**src/design/esd_pkg.sv**
```systemverilog
// Shared constants and the command type of the escape sequence decoder.
`default_nettype none
package esd_pkg;

  // Longest hex escape accepted after backslash-u.
  localparam int MAX_HEX_DIGITS = 6;
  localparam int MIN_HEX_DIGITS = 4;
  localparam int BUF_DEPTH      = MAX_HEX_DIGITS - 1;
  localparam int MAX_OUT        = MAX_HEX_DIGITS + 1;
  localparam int CNT_W          = $clog2(MAX_OUT + 1);
  localparam int IDX_W          = $clog2(MAX_OUT);
  localparam int DIG_W          = $clog2(MAX_HEX_DIGITS);
  localparam int BUF_IDX_W      = $clog2(BUF_DEPTH);

  // Code point arithmetic.
  localparam int VAL_W = 21;
  localparam logic [VAL_W-1:0] VALUE_LIMIT = 21'h10FFFF;
  localparam logic [VAL_W-1:0] VALUE_SAT   = 21'h110000;
  localparam logic [VAL_W-1:0] BMP_LIMIT   = 21'h00FFFF;
  localparam logic [VAL_W-1:0] PLANE_BASE  = 21'h010000;
  localparam logic [15:0]      HIGH_SURR   = 16'hD800;
  localparam logic [15:0]      LOW_SURR    = 16'hDC00;

  // Characters that steer the parser.
  localparam logic [15:0] CH_BACKSLASH = 16'h005C;
  localparam logic [15:0] CH_U         = 16'h0075;
  localparam logic [15:0] CH_T         = 16'h0074;
  localparam logic [15:0] CH_N         = 16'h006E;
  localparam logic [15:0] CH_R         = 16'h0072;
  localparam logic [15:0] CH_F         = 16'h0066;
  localparam logic [15:0] CH_V         = 16'h0076;
  localparam logic [15:0] CH_A         = 16'h0061;
  localparam logic [15:0] CC_TAB       = 16'h0009;
  localparam logic [15:0] CC_LF        = 16'h000A;
  localparam logic [15:0] CC_CR        = 16'h000D;
  localparam logic [15:0] CC_FF        = 16'h000C;
  localparam logic [15:0] CC_VT        = 16'h000B;
  localparam logic [15:0] CC_BEL       = 16'h0007;

  // One decoded request: the units it produces, oldest in slot 0.
  typedef struct packed {
    logic [MAX_OUT-1:0][15:0] units;
    logic [CNT_W-1:0]         count;
    logic                     str_last;
  } cmd_t;

endpackage
`default_nettype wire

```
**src/design/escape_sequence_decoder.sv**
```systemverilog
// Top level of the streaming backslash escape decoder for UTF-16 text.
//
//   Channel   Handshake          Payload
//   input     push / full        code_unit[15:0], final_unit
//   result    empty / pop        out_unit[15:0], run_last, string_end
//
// Each accepted request is parsed in the cycle it arrives; the parser keeps the
// escape state and the held hex digits and emits a list of up to seven units.
// A request that only opens an escape or adds a held hex digit queues nothing.
// Lists wait in a two-entry queue and the sequencer sends one unit per cycle
// while pop keeps up, so plain text streams at one unit per cycle and a failed
// hex escape replays up to seven units on the output side.
// A result passes from the queue through the output register to the outputs.
// rst is synchronous and returns the parser to normal mode and empties the queue.
// full rises only when both queue entries are occupied; a stalled pop holds the
// current result steady while the parser keeps taking input until the queue fills.
`default_nettype none
module escape_sequence_decoder import esd_pkg::*; (
  input  wire logic        clk,
  input  wire logic        rst,
  input  wire logic        push,
  output logic             full,
  input  wire logic [15:0] code_unit,
  input  wire logic        final_unit,
  output logic             empty,
  input  wire logic        pop,
  output logic [15:0]      out_unit,
  output logic             run_last,
  output logic             string_end
);

  logic accept;
  logic cmd_valid;
  cmd_t cmd;
  logic head_valid;
  cmd_t head;
  logic head_pop;

  // A request is taken whenever the queue has a free entry.
  assign accept = push && !full;

  esd_front u_front (
    .clk        (clk),
    .rst        (rst),
    .in_valid   (accept),
    .code_unit  (code_unit),
    .final_unit (final_unit),
    .cmd_valid  (cmd_valid),
    .cmd        (cmd)
  );

  esd_fifo u_fifo (
    .clk        (clk),
    .rst        (rst),
    .wr_en      (cmd_valid),
    .wr_data    (cmd),
    .rd_en      (head_pop),
    .head_valid (head_valid),
    .head       (head),
    .full       (full)
  );

  esd_back u_back (
    .clk        (clk),
    .rst        (rst),
    .head_valid (head_valid),
    .head       (head),
    .head_pop   (head_pop),
    .pop        (pop),
    .empty      (empty),
    .out_unit   (out_unit),
    .run_last   (run_last),
    .string_end (string_end)
  );

endmodule
`default_nettype wire

```
**src/design/esd_front.sv**
```systemverilog
// Parser front end: tracks escape state and turns each request into a unit list.
`default_nettype none
module esd_front import esd_pkg::*; (
  input  wire logic        clk,
  input  wire logic        rst,
  input  wire logic        in_valid,
  input  wire logic [15:0] code_unit,
  input  wire logic        final_unit,
  output logic             cmd_valid,
  output cmd_t             cmd
);

  localparam logic [1:0] MODE_NORMAL = 2'd0;
  localparam logic [1:0] MODE_ESCAPE = 2'd1;
  localparam logic [1:0] MODE_HEX    = 2'd2;

  logic [1:0]       mode, mode_next;
  logic [DIG_W-1:0] digit_count, digit_count_next;
  logic [VAL_W-1:0] hex_value, hex_value_next;
  logic [15:0]      digit_buffer [BUF_DEPTH];
  logic             store_digit;

  logic             is_hex;
  logic [3:0]       hex_nibble;
  logic [VAL_W+3:0] nv_wide;
  logic [VAL_W-1:0] nv_sat;

  logic             resolve, res_ok, has_tail;
  logic [VAL_W-1:0] res_val;
  logic [15:0]      tail_unit;
  logic [19:0]      plane_off;
  logic [15:0]      ok_list [2];
  logic [15:0]      fail_list [MAX_OUT];
  logic [CNT_W-1:0] prefix_len;

  always_comb begin
    is_hex     = 1'b1;
    hex_nibble = 4'd0;
    if (code_unit >= 16'h0030 && code_unit <= 16'h0039) begin
      hex_nibble = code_unit[3:0];
    end else if ((code_unit >= 16'h0061 && code_unit <= 16'h0066) ||
                 (code_unit >= 16'h0041 && code_unit <= 16'h0046)) begin
      hex_nibble = code_unit[3:0] + 4'd9;
    end else begin
      is_hex = 1'b0;
    end
  end

  // The stored value saturates just above the legal range.
  assign nv_wide = {hex_value, 4'b0000} + {{VAL_W{1'b0}}, hex_nibble};
  assign nv_sat  = (nv_wide > {4'b0000, VALUE_LIMIT}) ? VALUE_SAT : nv_wide[VAL_W-1:0];

  always_comb begin
    mode_next        = mode;
    digit_count_next = digit_count;
    hex_value_next   = hex_value;
    store_digit      = 1'b0;
    resolve          = 1'b0;
    res_ok           = 1'b0;
    res_val          = hex_value;
    has_tail         = 1'b0;
    tail_unit        = code_unit;
    unique case (mode)
      MODE_ESCAPE: begin
        mode_next = MODE_NORMAL;
        has_tail  = 1'b1;
        case (code_unit)
          CH_T:    tail_unit = CC_TAB;
          CH_N:    tail_unit = CC_LF;
          CH_R:    tail_unit = CC_CR;
          CH_F:    tail_unit = CC_FF;
          CH_V:    tail_unit = CC_VT;
          CH_A:    tail_unit = CC_BEL;
          CH_U: begin
            // An escape cut off by the string end replays the u alone.
            has_tail         = final_unit;
            mode_next        = MODE_HEX;
            digit_count_next = '0;
            hex_value_next   = '0;
          end
          default: tail_unit = code_unit;
        endcase
      end
      MODE_HEX: begin
        if (is_hex) begin
          if (digit_count == DIG_W'(MAX_HEX_DIGITS - 1)) begin
            resolve  = 1'b1;
            res_ok   = (nv_sat <= VALUE_LIMIT);
            res_val  = nv_sat;
            has_tail = !res_ok;
          end else if (final_unit) begin
            resolve  = 1'b1;
            res_ok   = (digit_count >= DIG_W'(MIN_HEX_DIGITS - 1)) && (nv_sat <= VALUE_LIMIT);
            res_val  = nv_sat;
            has_tail = !res_ok;
          end else begin
            store_digit      = 1'b1;
            digit_count_next = digit_count + 1'b1;
            hex_value_next   = nv_sat;
          end
        end else begin
          resolve  = 1'b1;
          res_ok   = (digit_count >= DIG_W'(MIN_HEX_DIGITS)) && (hex_value <= VALUE_LIMIT);
          res_val  = hex_value;
          has_tail = (code_unit != CH_BACKSLASH) || final_unit;
        end
        if (resolve) begin
          mode_next        = has_tail || !(code_unit == CH_BACKSLASH && !is_hex) ?
                             MODE_NORMAL : MODE_ESCAPE;
          digit_count_next = '0;
          hex_value_next   = '0;
        end
      end
      default: begin
        has_tail  = (code_unit != CH_BACKSLASH) || final_unit;
        mode_next = has_tail ? MODE_NORMAL : MODE_ESCAPE;
      end
    endcase
    if (final_unit) begin
      mode_next        = MODE_NORMAL;
      digit_count_next = '0;
      hex_value_next   = '0;
    end
  end

  // Resolved escape: one unit, a surrogate pair, or a literal replay.
  assign plane_off = 20'(res_val - PLANE_BASE);

  always_comb begin
    if (res_val > BMP_LIMIT) begin
      ok_list[0] = HIGH_SURR + {6'd0, plane_off[19:10]};
      ok_list[1] = LOW_SURR + {6'd0, plane_off[9:0]};
    end else begin
      ok_list[0] = res_val[15:0];
      ok_list[1] = res_val[15:0];
    end
    fail_list[0] = CH_U;
    for (int j = 0; j < BUF_DEPTH; j++) begin
      fail_list[j+1] = digit_buffer[j];
    end
    fail_list[MAX_OUT-1] = code_unit;
    if (!resolve) begin
      prefix_len = '0;
    end else if (res_ok) begin
      prefix_len = (res_val > BMP_LIMIT) ? CNT_W'(2) : CNT_W'(1);
    end else begin
      prefix_len = CNT_W'(digit_count) + CNT_W'(1);
    end
  end

  always_comb begin
    for (int i = 0; i < MAX_OUT; i++) begin
      if (CNT_W'(i) < prefix_len) begin
        if (res_ok) begin
          cmd.units[i] = (i == 0) ? ok_list[0] : ok_list[1];
        end else begin
          cmd.units[i] = fail_list[i];
        end
      end else begin
        cmd.units[i] = tail_unit;
      end
    end
    cmd.count    = prefix_len + CNT_W'(has_tail);
    cmd.str_last = final_unit;
    cmd_valid    = in_valid && (cmd.count != '0);
  end

  always_ff @(posedge clk) begin
    if (rst) begin
      mode        <= MODE_NORMAL;
      digit_count <= '0;
      hex_value   <= '0;
    end else if (in_valid) begin
      mode        <= mode_next;
      digit_count <= digit_count_next;
      hex_value   <= hex_value_next;
    end
  end

  always_ff @(posedge clk) begin
    if (in_valid && store_digit) begin
      digit_buffer[digit_count[BUF_IDX_W-1:0]] <= code_unit;
    end
  end

endmodule
`default_nettype wire

```
**src/design/esd_fifo.sv**
```systemverilog
// Two-entry command queue between the parser and the output sequencer.
`default_nettype none
module esd_fifo import esd_pkg::*; (
  input  wire logic clk,
  input  wire logic rst,
  input  wire logic wr_en,
  input  wire cmd_t wr_data,
  input  wire logic rd_en,
  output logic      head_valid,
  output cmd_t      head,
  output logic      full
);

  logic second_valid;
  cmd_t second;

  assign full = second_valid;

  always_ff @(posedge clk) begin
    if (rst) begin
      head_valid   <= 1'b0;
      second_valid <= 1'b0;
    end else if (rd_en) begin
      head_valid   <= second_valid || wr_en;
      second_valid <= second_valid && wr_en;
    end else if (wr_en) begin
      head_valid   <= 1'b1;
      second_valid <= head_valid;
    end
  end

  always_ff @(posedge clk) begin
    if (rd_en) begin
      head <= second_valid ? second : wr_data;
      if (second_valid) begin
        second <= wr_data;
      end
    end else if (wr_en) begin
      if (head_valid) begin
        second <= wr_data;
      end else begin
        head <= wr_data;
      end
    end
  end

endmodule
`default_nettype wire

```
**src/design/esd_back.sv**
```systemverilog
// Output sequencer: walks each command into out_unit, one unit per cycle if pop keeps up.
`default_nettype none
module esd_back import esd_pkg::*; (
  input  wire logic        clk,
  input  wire logic        rst,
  input  wire logic        head_valid,
  input  wire cmd_t        head,
  output logic             head_pop,
  input  wire logic        pop,
  output logic             empty,
  output logic [15:0]      out_unit,
  output logic             run_last,
  output logic             string_end
);

  logic             out_valid;
  logic [IDX_W-1:0] idx;
  logic             load, at_last;

  assign empty    = !out_valid;
  assign load     = head_valid && (!out_valid || pop);
  assign at_last  = (CNT_W'(idx) + CNT_W'(1)) == head.count;
  assign head_pop = load && at_last;

  always_ff @(posedge clk) begin
    if (rst) begin
      out_valid <= 1'b0;
      idx       <= '0;
    end else begin
      if (load) begin
        out_valid <= 1'b1;
        idx       <= at_last ? '0 : idx + 1'b1;
      end else if (pop) begin
        out_valid <= 1'b0;
      end
    end
  end

  always_ff @(posedge clk) begin
    if (load) begin
      out_unit   <= head.units[idx];
      run_last   <= at_last;
      string_end <= at_last && head.str_last;
    end
  end

endmodule
`default_nettype wire
```
**config.mk**
```make
export PLATFORM = sky130hd
export DESIGN_NAME = escape_sequence_decoder
export DESIGN_NICKNAME = d
export VERILOG_FILES = /design/src/design/esd_pkg.sv /design/src/design/escape_sequence_decoder.sv /design/src/design/esd_front.sv /design/src/design/esd_fifo.sv /design/src/design/esd_back.sv
export SDC_FILE = /design/constraint.sdc
export NUM_CORES = 1
export LEC_CHECK = 0
export BUFFER_PORTS_ARGS = -buffer_cell sky130_fd_sc_hd__buf_2
export CORE_ASPECT_RATIO = 0.7
export CORE_MARGIN = 5
export CORE_UTILIZATION = 30
export CTS_CLUSTER_SIZE = 10
export DETAILED_ROUTE_END_ITERATION = 7
export REMOVE_ABC_BUFFERS = 1
export SYNTH_ARGS = -nofsm -noshare
export SYNTH_HDL_FRONTEND = slang
export SYNTH_SLANG_ARGS = --single-unit
```
**constraint.sdc**
```tcl
create_clock -name clk -period 47.8 [get_ports clk]
set_input_delay 4.78 -clock clk [delete_from_list [all_inputs] [get_ports clk]]
set_output_delay 4.78 -clock clk [all_outputs]
set_load 0.005 [all_outputs]
```
# Word level (Yosys, flattened, before mapping)
# Memories as Yosys holds them, arrays and structs flattened.
# Cells that the tools add are included.
dict set report word_totals {
  out_inout_bits 20
  n_memories 1
  ramBits 80
  register_bits 282
  input_bits 21
  elab_cells 194
}
dict set report op_classes {
  mux 85
  order_cmp 20
  reduce_logical 33
  eq_ne 19
  addsub 8
}
# name words word_bits read_ports rd_ports_with_merged_regs write_ports line_no
set memory_table {}
lappend memory_table {u_front.digit_buffer 5 16 5 0 1 esd_front.sv:20} ;# logic [15:0] digit_buffer [BUF_DEPTH];
# op count
set op_table {}
lappend op_table {{$mux 116} 8}
lappend op_table {{$mux 16} 16}
lappend op_table {{$mux 21} 10}
lappend op_table {{$eq 16x7->1 const B} 8}
lappend op_table {{$pmux 16 s6} 1}
lappend op_table {{$bmux 16 s3} 1}
lappend op_table {{$le 21x21->1 const B} 2}
lappend op_table {{$pmux 21 s2} 1}
lappend op_table {{$add 15x11->16 const A} 2}
lappend op_table {{$ge 16x7->1 const B} 2}
lappend op_table {{$le 16x7->1 const B} 2}
lappend op_table {{$mux 32} 1}
lappend op_table {{$mux 1} 30}
lappend op_table {{$add 25x4->25} 1}
lappend op_table {{$gt 25x21->1 const B} 1}
lappend op_table {{$mux 3} 8}
lappend op_table {{$gt 21x16->1 const B} 1}
lappend op_table {{$sub 20x17->20 const B} 1}
lappend op_table {{$ge 16x6->1 const B} 1}
lappend op_table {{$le 16x6->1 const B} 1}
lappend op_table {{$ne 16x7->1 const B} 1}
lappend op_table {{$logic_and 1x1->1} 13}
lappend op_table {{$lt 3x3->1 const A} 3}
lappend op_table {{$mux 2} 4}
lappend op_table {{29 further kinds} 46}

# Logic depth before layout (Yosys ltp)
# Gate-level depths: netlist of run 1.
dict set report depth {
  ltp_word 21
  depth_mapped 19
  ltp_nobuf 18
}

# Hierarchy
# A second synthesis of run 1 with hierarchy kept.
dict set report unflattened {
  cells_unflattened 1276
  area_unflattened_um2 16612.2
}
# module area_each_um2 instances cells_each
set modules_own_cells {}
lappend modules_own_cells {esd_fifo 8531.9 1 373}
lappend modules_own_cells {esd_front 6357.3 1 744}
lappend modules_own_cells {esd_back 1709.1 1 158}
lappend modules_own_cells {escape_sequence_decoder 13.8 1 1}

# Worst setup path before layout of run 1
# OpenSTA, ideal clock, no wires.
dict set report synth_timing {
  path_kind {input to register}
  from {input port code_unit[0]}
  to {register u_fifo.second[0] (netlist bit), enable pin}
  path_buffers 1
  setup_ns 0.905
  arrival_ns 20.048
  path_stages 19
  setup_slack_ns 26.847
  required_time_ns 46.895
  cell_sequence {inv_1 ha_1 o21ba_2 o2111a_2 a31o_2 o21ai_1 clkbuf_1 nor2_1 a21oi_1 ha_1 o311ai_2 and2_1 mux2_2 or3_4 inv_1 ha_1 xor2_1 a211oi_2 o41ai_1}
}
# element line_no
set synth_lines {}
lappend synth_lines {{start: declaration} escape_sequence_decoder.sv:23} ;# input wire logic [15:0] code_unit,
lappend synth_lines {{end signal: assignment} esd_fifo.sv:36} ;# second <= wr_data;
lappend synth_lines {{end signal: assignment} esd_fifo.sv:40} ;# second <= wr_data;
lappend synth_lines {{end: declaration} esd_fifo.sv:15} ;# cmd_t second;

==> metrics.md, run 1 <==
| Metric | Value |
|---|---|
| Status | completed |
| Req. time, crit path | between 40 and 50 ns |
| Max Slew Vio Count | 0 |
| Initial standard-cell utilization of the core | 30.49% |
| Async set-reset flop share out of synthesis | 0% |
| Cells traversed along the worst timing path | buf_2 > inv_1 > ha_1 > o21ba_2 > o2111a_2 > a31o_2 > o21a_1 > and3_1 > a21oi_1 > ha_1 > o311ai_2 > and2_1 > mux2_2 > or3_4 > inv_1 > ha_1 > xor2_1 > a211oi_2 > o41ai_2 > buf_4 > buf_4 |
| Total wire length | between 40 and 50 mm |
| CP most frequent cell | ha_1 |
| Non-filler instance count after layout | ~2100 |
| Post-DRT Antenna Nets | 0 |
| Clk_skew | ~0.024 ns |
| Worst min-delay path class | flop to flop |
| Placed cells | 2005 |
| Cell at the root of the clock tree | clkbuf_16 |
| Commonest cells post-synth | 330 x edfxtp_1, 190 x nor2_1, 123 x nand2_1, 115 x mux2_2, 83 x a21oi_1 |
| Initial antenna violation count | 1 |
| CTS buffer count | 42 |
| Largest stage delay on the critical path | approximately 0.83 ns |
| Biggest area consumer among synthesized cells | edfxtp_1 |
| Row cnt | between 70 and 80 |
| Clock sink count | approximately 360 |
| Total number of vias | between 10000 and 15000 |
| Ranking of synthesized cells by area | edfxtp_1 60%, mux2_2 7.9%, nor2_1 4.3% |
| Clock insertion delay at the later pin of the skew report | 0.55 ns |
| CTS H-Tree Depth | 2 |
| Worst Setup Start Kind | input pin |
| Area delta synth->final | 13.40% |
| Boundary pin count | 41 |
| Post-cts resize count | 0 |
| Fraction of post-synthesis cell area in the top cell type by area | 60.08% |
| Power density over the cells | 39.52 nW/um^2 |
| Leftover overflow at the end of global routing | 0 |
| Top fanout value on the critical path | 67 |
| Crit-path slowest cell | buf_4 |
| Worst setup timing slack at the placement stage | around 37 ns |
| Final design instance area without fill | approximately 19000 sq um |
| Max Root-Sink Buffers | 3 |
| Combined buffer and inverter count along the critical path | 5 |
| CTS tree | done |
| Count of hold buffers inserted by post-cts repair | 0 |
| Average vias per placed instance | 5.065 |
| Syn. warnings | 0 |
| Arrival time at the worst endpoint | approximately 11 ns |
| Number of synthesized flops with an enable pin | 330 |
| Detailed-router iteration count before antenna repair | 5 |
| Area post-placement | 17550 sq um |
| Max-slew headroom at the worst pin | between 10% and 20% |
| Largest net degree at the start of global routing | 74 |
| Cell area after technology mapping | around 16000 sq um |
| Number of endpoints failing setup at the final stage | 0 |
| Slew @ Worst Pin | 1.295 ns |
| Overall global routing resource usage | between 10% and 20% |
| Worst Setup Slack, final | approximately 37 ns |
| Area enclosed by the die boundary | 59840 sq um |
| Post-DP HPWL | between 20 and 30 mm |
| Distinct cell type count after synthesis | 72 |
| Global placement routability congestion | between 0.9 and 1 |
| Number of global-route vias before repair | about 10000 |
| Sequential share of the synthesized area | a little under two thirds |
| Flip-flop and latch count after synthesis | ~360 |
| Port bufs | 40 |
| Most frequent cell after synthesis | edfxtp_1 |
| Dominant register cell in the synthesized netlist | edfxtp_1 |
| Horiz. Die Dim | just under 300 microns |
| Wire length of the first global-routing pass | 68.05 mm |
| Die Y-Extent | a little over 200 microns |
| Max cap viols | 0 |
| Remaining design rule violation count | 0 |
| Final Hold Viols | 0 |
| Type of the worst setup path | input pin to flop |
| Share of the clock period used by the worst path after layout | around 22% |
| Drt initial violations | about 980 |
| Layout cell share with drive strength beyond 1 | a little over a fifth |
| Lkg Pwr | 6.392 nW |
| CP Capture Type | flop |
| Final layout net count | 1354 |
| Minimum period implied by the final worst setup slack | between 10 and 15 ns |
| Average routed wire per standard cell | 22.01 microns |
| Post-CTS setup buffer count | 0 |
| Gate count after technology mapping | approximately 1300 |
| Clk pin slew, worst setup/hold paths | around 0.05 ns |
| Max Freq | 93.34 MHz |
| Unrepaired setup endpoints after global routing | false |
| Hold_ws | approximately 0.48 ns |
| Max IR drop VDD | approximately 27 uV |
| Area of the core | about 54000 sq um |
| Per-instance average area after synthesis | 12.77 sq um |
| Dominant delay contributor by cell family on the critical path | buffers and inverters |
| Total Negative Setup Slacks | 0 ns |
[state kept, by name (all words and copies together), names as in the netlist]
register / count
u_fifo.head: 116
u_back.out_unit: 16
u_back.string_end: 1
u_back.out_valid: 1
u_front.hex_value: 21
u_back.run_last: 1
u_back.idx: 3
u_fifo.head_valid: 1
u_fifo.second: 116
u_front.mode: 2
u_fifo.full: 1
u_front.digit_buffer: 80
u_front.digit_count: 3
[cell families (layout without fill, tap and decap cells)]
family                   Yosys count  after routing  synth area share [%]
other                              0              1                     0
XOR/XNOR                           9              9                0.4779
multiplexers                     167            167                 12.30
adder cells (fa/ha/maj)           14             14                 1.062
AO/OA/AOI/OAI                    202            202                 7.738
buffers and inverters            109            148                 2.670
AND/OR/NAND/NOR                  429            429                 11.79
flip-flops                       362            362                 63.97
[worst paths after layout]
path              cells past startpoint  slack [ns]                   start                 to
setup / recovery                     21       37.09            code_unit[0]  u_fifo.second[94]
setup reg to reg                     18       41.62  u_front.digit_count[0]  u_fifo.second[94]
hold reg to reg                       2        0.48         u_front.mode[1]    u_front.mode[1]
hold / removal                        2        0.48         u_front.mode[1]    u_front.mode[1]
[power breakdown]
| group | internal [mW] | switching (mW) | leakage [nW] | total, mW |
|---|---|---|---|---|
| Clock | 0.162 | 0.121 | 0.559 | 0.283 |
| Sequential | 0.380 | 0.00741 | 3.32 | 0.388 |
| Combinational | 0.0227 | 0.0457 | 2.51 | 0.0684 |
| Total | 0.565 | 0.175 | 6.39 | 0.739 |
[layout by cell type (no fill, tap or decap), types with 10 or more instances in the layout]
| cell | synthesis | layout |
|---|---|---|
| dfxtp_1 | 32 | 30 |
| nand2b_1 | 12 | 12 |
| and2_1 | 12 | 11 |
| mux4_2 | 16 | 16 |
| mux2i_1 | 35 | 35 |
| nor3_1 | 19 | 14 |
| and3_1 | 10 | 10 |
| a21oi_1 | 83 | 83 |
| clkbuf_16 | 0 | 43 |
| inv_1 | 22 | 22 |
| mux2_2 | 115 | 115 |
| edfxtp_1 | 330 | 330 |
| nand2_1 | 123 | 122 |
| buf_4 | 1 | 30 |
| nor2_1 | 190 | 190 |
| ha_1 | 14 | 14 |
| clkbuf_1 | 70 | 10 |
| o21ai_0 | 44 | 44 |
| nand3_1 | 11 | 11 |
| buf_2 | 9 | 40 |
| a22oi_1 | 21 | 21 |
[per-layer routing]
layer,vias up,global-route usage (%),part of all wire [%]
li1,4790,-,-
met1,5283,22.68,50
met2,318,21.57,41
met3,52,3.695,6.8
met4,0,3.172,1.9
met5,-,0,0
[final cells by class]
class | instances | area (sq um)
fill | 5237 | 35400
sequential | 362 | 10550
multi-input combinational | 821 | 5577
clock buffer | 53 | 1114
tap | 730 | 913.4
timing repair buffer | 70 | 425.4
inverter | 22 | 82.58
clock inverter | 3 | 37.54
antenna | 1 | 2.502
[through the flow]
stage | util (%) | total power, mW
final | 34.57 | 0.7392
after CTS | 34.57 | 0.7481
after global routing | 34.57 | 0.7707
after detailed placement | 32.44 | 0.4633
after floorplan | - | 0.4435
after global placement | 32.44 | 0.4613
[worst reg2reg max path: stages (launching register included)]
cell	delay, ns
dfxtp_1	0.76
ha_1	0.27
a21o_1	0.20
and2_1	0.22
o21ai_1	0.08
buf_4	0.20
a21oi_1	0.30
ha_1	0.23
o311ai_2	0.13
and2_1	0.19
mux2_2	0.29
or3_4	0.41
inv_1	0.07
ha_1	0.15
xor2_1	0.25
a211oi_2	0.17
o41ai_2	0.28
buf_4	0.63
buf_4	0.84
No activity file was read; power rests on OpenSTA's default activity.
==> inputs of run 2 (changes only) <==
--- a/config.mk
+++ b/config.mk
@@ -5,6 +5,7 @@
 export SDC_FILE = /design/constraint.sdc
 export NUM_CORES = 1
 export LEC_CHECK = 0
+export ABC_AREA = 1
 export BUFFER_PORTS_ARGS = -buffer_cell sky130_fd_sc_hd__buf_2
 export CORE_ASPECT_RATIO = 0.7
 export CORE_MARGIN = 5
==> constraint.sdc (replaced) <==
create_clock -name clk -period 9.81 [get_ports clk]
set_input_delay 0.981 -clock clk [delete_from_list [all_inputs] [get_ports clk]]
set_output_delay 0.981 -clock clk [all_outputs]
set_load 0.005 [all_outputs]
==> run 2 against run 1 <==
Critical path depth is 6 higher. Clock-buffer cell count is 4 higher. Global-route usage is 0.69 points higher. Via count is 26% higher. Non-clock buffer count is 7 lower. Cell count is 27% higher. Core utilization is 0.53 points lower. First-iteration DRC count is 34% higher. Combinational power grew to 7.4 times the previous value. Power grew to 5.3 times the previous value. Routed wire length is 11% higher.
==> metrics.md, run 2 <==
| Metric | Value |
|---|---|
| Status | completed |
| Worst min-delay path class | flop to flop |
| Max IR drop VDD | 118.1 uV (+340%) |
| Sequential cell area | 10550 sq um (about the same) |
| Register-to-register setup slack | 4.35 ns (-37.27 ns) |
| Number of synthesized flops with an enable pin | 330 (unchanged) |
| Horiz. Die Dim | 300.3 microns (+3.5%) |
| Per-instance average area after synthesis | 9.582 sq um (-25%) |
| Cell area after technology mapping | 17700 sq um (+7.3%) |
| Cell at the root of the clock tree | clkbuf_16 |
| CTS buffer count | 42 (unchanged) |
| Final Hold Viols | 0 (unchanged) |
| Global placement routability congestion | 0.9433 (+1.3%) |
| Count of hold buffers inserted by post-cts repair | 0 (unchanged) |
| Minimum period implied by the final worst setup slack | around 6.1 ns |
| Biggest area consumer among synthesized cells | edfxtp_1 |
| Most frequent cell after synthesis | nand2_1 |
| Area enclosed by the die boundary | 64030 sq um (+7.0%) |
| Clk pin slew, worst setup/hold paths | 0.05 ns (about the same) |
| Leftover overflow at the end of global routing | 0 (unchanged) |
| Max Slew Vio Count | 0 (unchanged) |
| Max cap viols | 0 (unchanged) |
| Non-filler instance count after layout | 2629 (+27%) |
| Filler Cells Inserted | 5892 (+13%) |
| Worst setup timing slack at the placement stage | 3.277 ns (-33.28 ns) |
| Arrival time at the worst endpoint | 6.23 ns (-4.63 ns) |
| Number of global-route vias before repair | 12430 (+21%) |
| Lkg Pwr | 7.711 nW (+21%) |
| Sequential share of the synthesized area | 59.61% (-4.4 points) |
| Largest net degree at the start of global routing | 117 (+58%) |
| Share of the clock period used by the worst path after layout | between 60% and 70% |
| Detailed-router iteration count before antenna repair | 6 (+1) |
| Post-CTS setup buffer count | 0 (unchanged) |
| Power density over the cells | 196.4 nW/um^2 (+400%) |
| Syn. warnings | 0 (unchanged) |
| Average routed wire per standard cell | 19.23 microns (-13%) |
| Area of the core | 58330 sq um (+7.8%) |
| Unrepaired setup endpoints after global routing | false |
| Boundary pin count | 41 (unchanged) |
| CP Capture Type | flop |
| Average vias per placed instance | 5.009 (-1.1%) |
| Post-DP HPWL | 33.20 mm (+16%) |
| Remaining design rule violation count | 0 (unchanged) |
| Die Y-Extent | 213.2 microns (+3.4%) |
| Wire length of the first global-routing pass | 77.07 mm (+13%) |
| Overall global routing resource usage | 15.62% (+0.69 points) |
| Total wire length | 50.55 mm (+11%) |
| Flip-flop and latch count after synthesis | 362 (unchanged) |
| Post-DRT Antenna Nets | 0 (unchanged) |
| Dominant register cell in the synthesized netlist | edfxtp_1 |
| Number of endpoints failing setup at the final stage | 0 (unchanged) |
| Ranking of synthesized cells by area | edfxtp_1 56%, nand2_1 7.9%, nor2_1 4.9% |
| Clock sink count | 362 (unchanged) |
| Initial antenna violation count | 1 (unchanged) |
| Final layout net count | 1889 (+40%) |
| Port bufs | 40 (unchanged) |
| Type of the worst setup path | input pin to flop |
| Initial standard-cell utilization of the core | 30.34% (-0.15 points) |
| Area delta synth->final | 12.20% |
| Placed cells | 2570 (+28%) |
| Max-slew headroom at the worst pin | 24.32% (+11 points) |
| Max Freq | 165.0 MHz |
| Post-cts resize count | 0 (unchanged) |
| Req. time, crit path | 9.98 ns (-37.97 ns) |
| CTS H-Tree Depth | 2 (unchanged) |
| Most used cells in the layout excluding fill and tap cells | 371 x nand2_1, 330 x edfxtp_1, 229 x nor2_1 |
| Commonest cells post-synth | 371 x nand2_1, 330 x edfxtp_1, 230 x nor2_1, 213 x inv_1, 101 x o21ai_0 |
| Multi-input gate area | 5916 sq um (+6.1%) |
| Worst Setup Start Kind | input pin |
| Row cnt | 74 (+4.2%) |
| Async set-reset flop share out of synthesis | 0% (unchanged) |
| Inserted Diodes | 0 (-1) |
| CTS tree | done |
| Fraction of post-synthesis cell area in the top cell type by area | 55.99% (-4.1 points) |
| Slew @ Worst Pin | 1.134 ns (-0.1607 ns) |
| Distinct cell type count after synthesis | 47 (-35%) |
| Clock insertion delay at the later pin of the skew report | 0.56 ns (about the same) |
| Worst Setup Slack, final | 3.750 ns (-33.34 ns) |
| Top fanout value on the critical path | 102 (+52%) |
| Drt initial violations | 1316 (+34%) |
| Gate count after technology mapping | 1847 (+43%) |
| Total number of vias | 13170 (+26%) |
| Commonest non-fill, non-tap cell in the layout | nand2_1 |
| Max Root-Sink Buffers | 3 (unchanged) |
| Layout cell share with drive strength beyond 1 | 10.49% (-11 points) |
| Clk_skew | 0.02045 ns (-0.003950 ns) |
==> run 2: final cells by class <==
cell class | count | share of cell area, %
clock inverter | 2 | 0.1449
timing repair buffer | 63 | 2.004
inverter | 223 | 4.234
sequential | 362 | 53.15
multi-input combinational | 1162 | 29.79
tap | 760 | 4.789
clock buffer | 57 | 5.891
==> run 2: power breakdown <==
part	total [mW]	internal (mW)	switching, mW	leakage, nW
registers	1.96	1.92	0.0466	3.30
logic	0.508	0.137	0.371	3.83
clock network	1.43	0.824	0.606	0.584
total	3.90	2.88	1.02	7.71
==> run 2: worst paths after layout <==
path,to,cells after the start,startpoint
max reg2reg,u_fifo.head[100],25,u_front.digit_count[1]
max,u_fifo.head[100],27,code_unit[0]
min,u_front.hex_value[10],2,u_front.hex_value[10]
min reg2reg,u_front.hex_value[10],2,u_front.hex_value[10]
==> run 2: worst max-delay path: stages <==
cell and delay (ns):
buf_2 0.25, inv_1 0.13, ha_1 0.25, inv_1 0.14, nor2_1 0.06, nor2_1 0.14
nor2_1 0.07, nand2_2 0.17, nand3_4 0.25, nand2_4 0.33, nand2_1 0.08, nand2_1 0.13
ha_1 0.16, nand3_1 0.07, nor3_1 0.24, nand3_2 0.19, nand2_4 0.14, nand2_4 0.07
nand3_4 0.23, inv_1 0.08, ha_1 0.21, xnor2_1 0.26, nor2_1 0.07, nand3_1 0.09
nand2_1 0.17, o21ai_4 0.57, buf_12 0.41
==> run 2: per-layer routing <==
layer | track usage (%) | up-vias | routed length, microns
met3 | 3.293 | 73 | 4481
li1 | - | 6223 | -
met4 | 2.834 | 2 | 781
met2 | 22.23 | 501 | 20450
met5 | 0 | - | 20
met1 | 24.53 | 6370 | 24820
==> run 2: per-stage QoR <==
stage                     utilization [%]  power (mW)  area, sq um  setup TNS (ns)  hold WS, ns
after global placement              31.99       2.499        18660               0       0.4545
after floorplan                         -       2.329        17240         -452.91       0.4393
after global routing                34.04       4.075        19860               0       0.4931
final                               34.04       3.900        19860               0       0.4630
after CTS                           34.04       3.947        19860               0       0.4643
after detailed placement            31.99       2.510        18660               0       0.4558
==> run 2: kinds of logic (layout without fill, tap and decap cells) <==
kind of cell | Yosys count | count (layout) | synth area share [%]
simple gates | 811 | 811 | 20.24
fa+ha+maj | 14 | 14 | 0.9898
xor+xnor | 5 | 5 | 0.2474
buf+inv | 323 | 345 | 7.338
flops | 362 | 362 | 59.61
compound gates | 290 | 290 | 9.198
mux | 42 | 42 | 2.375
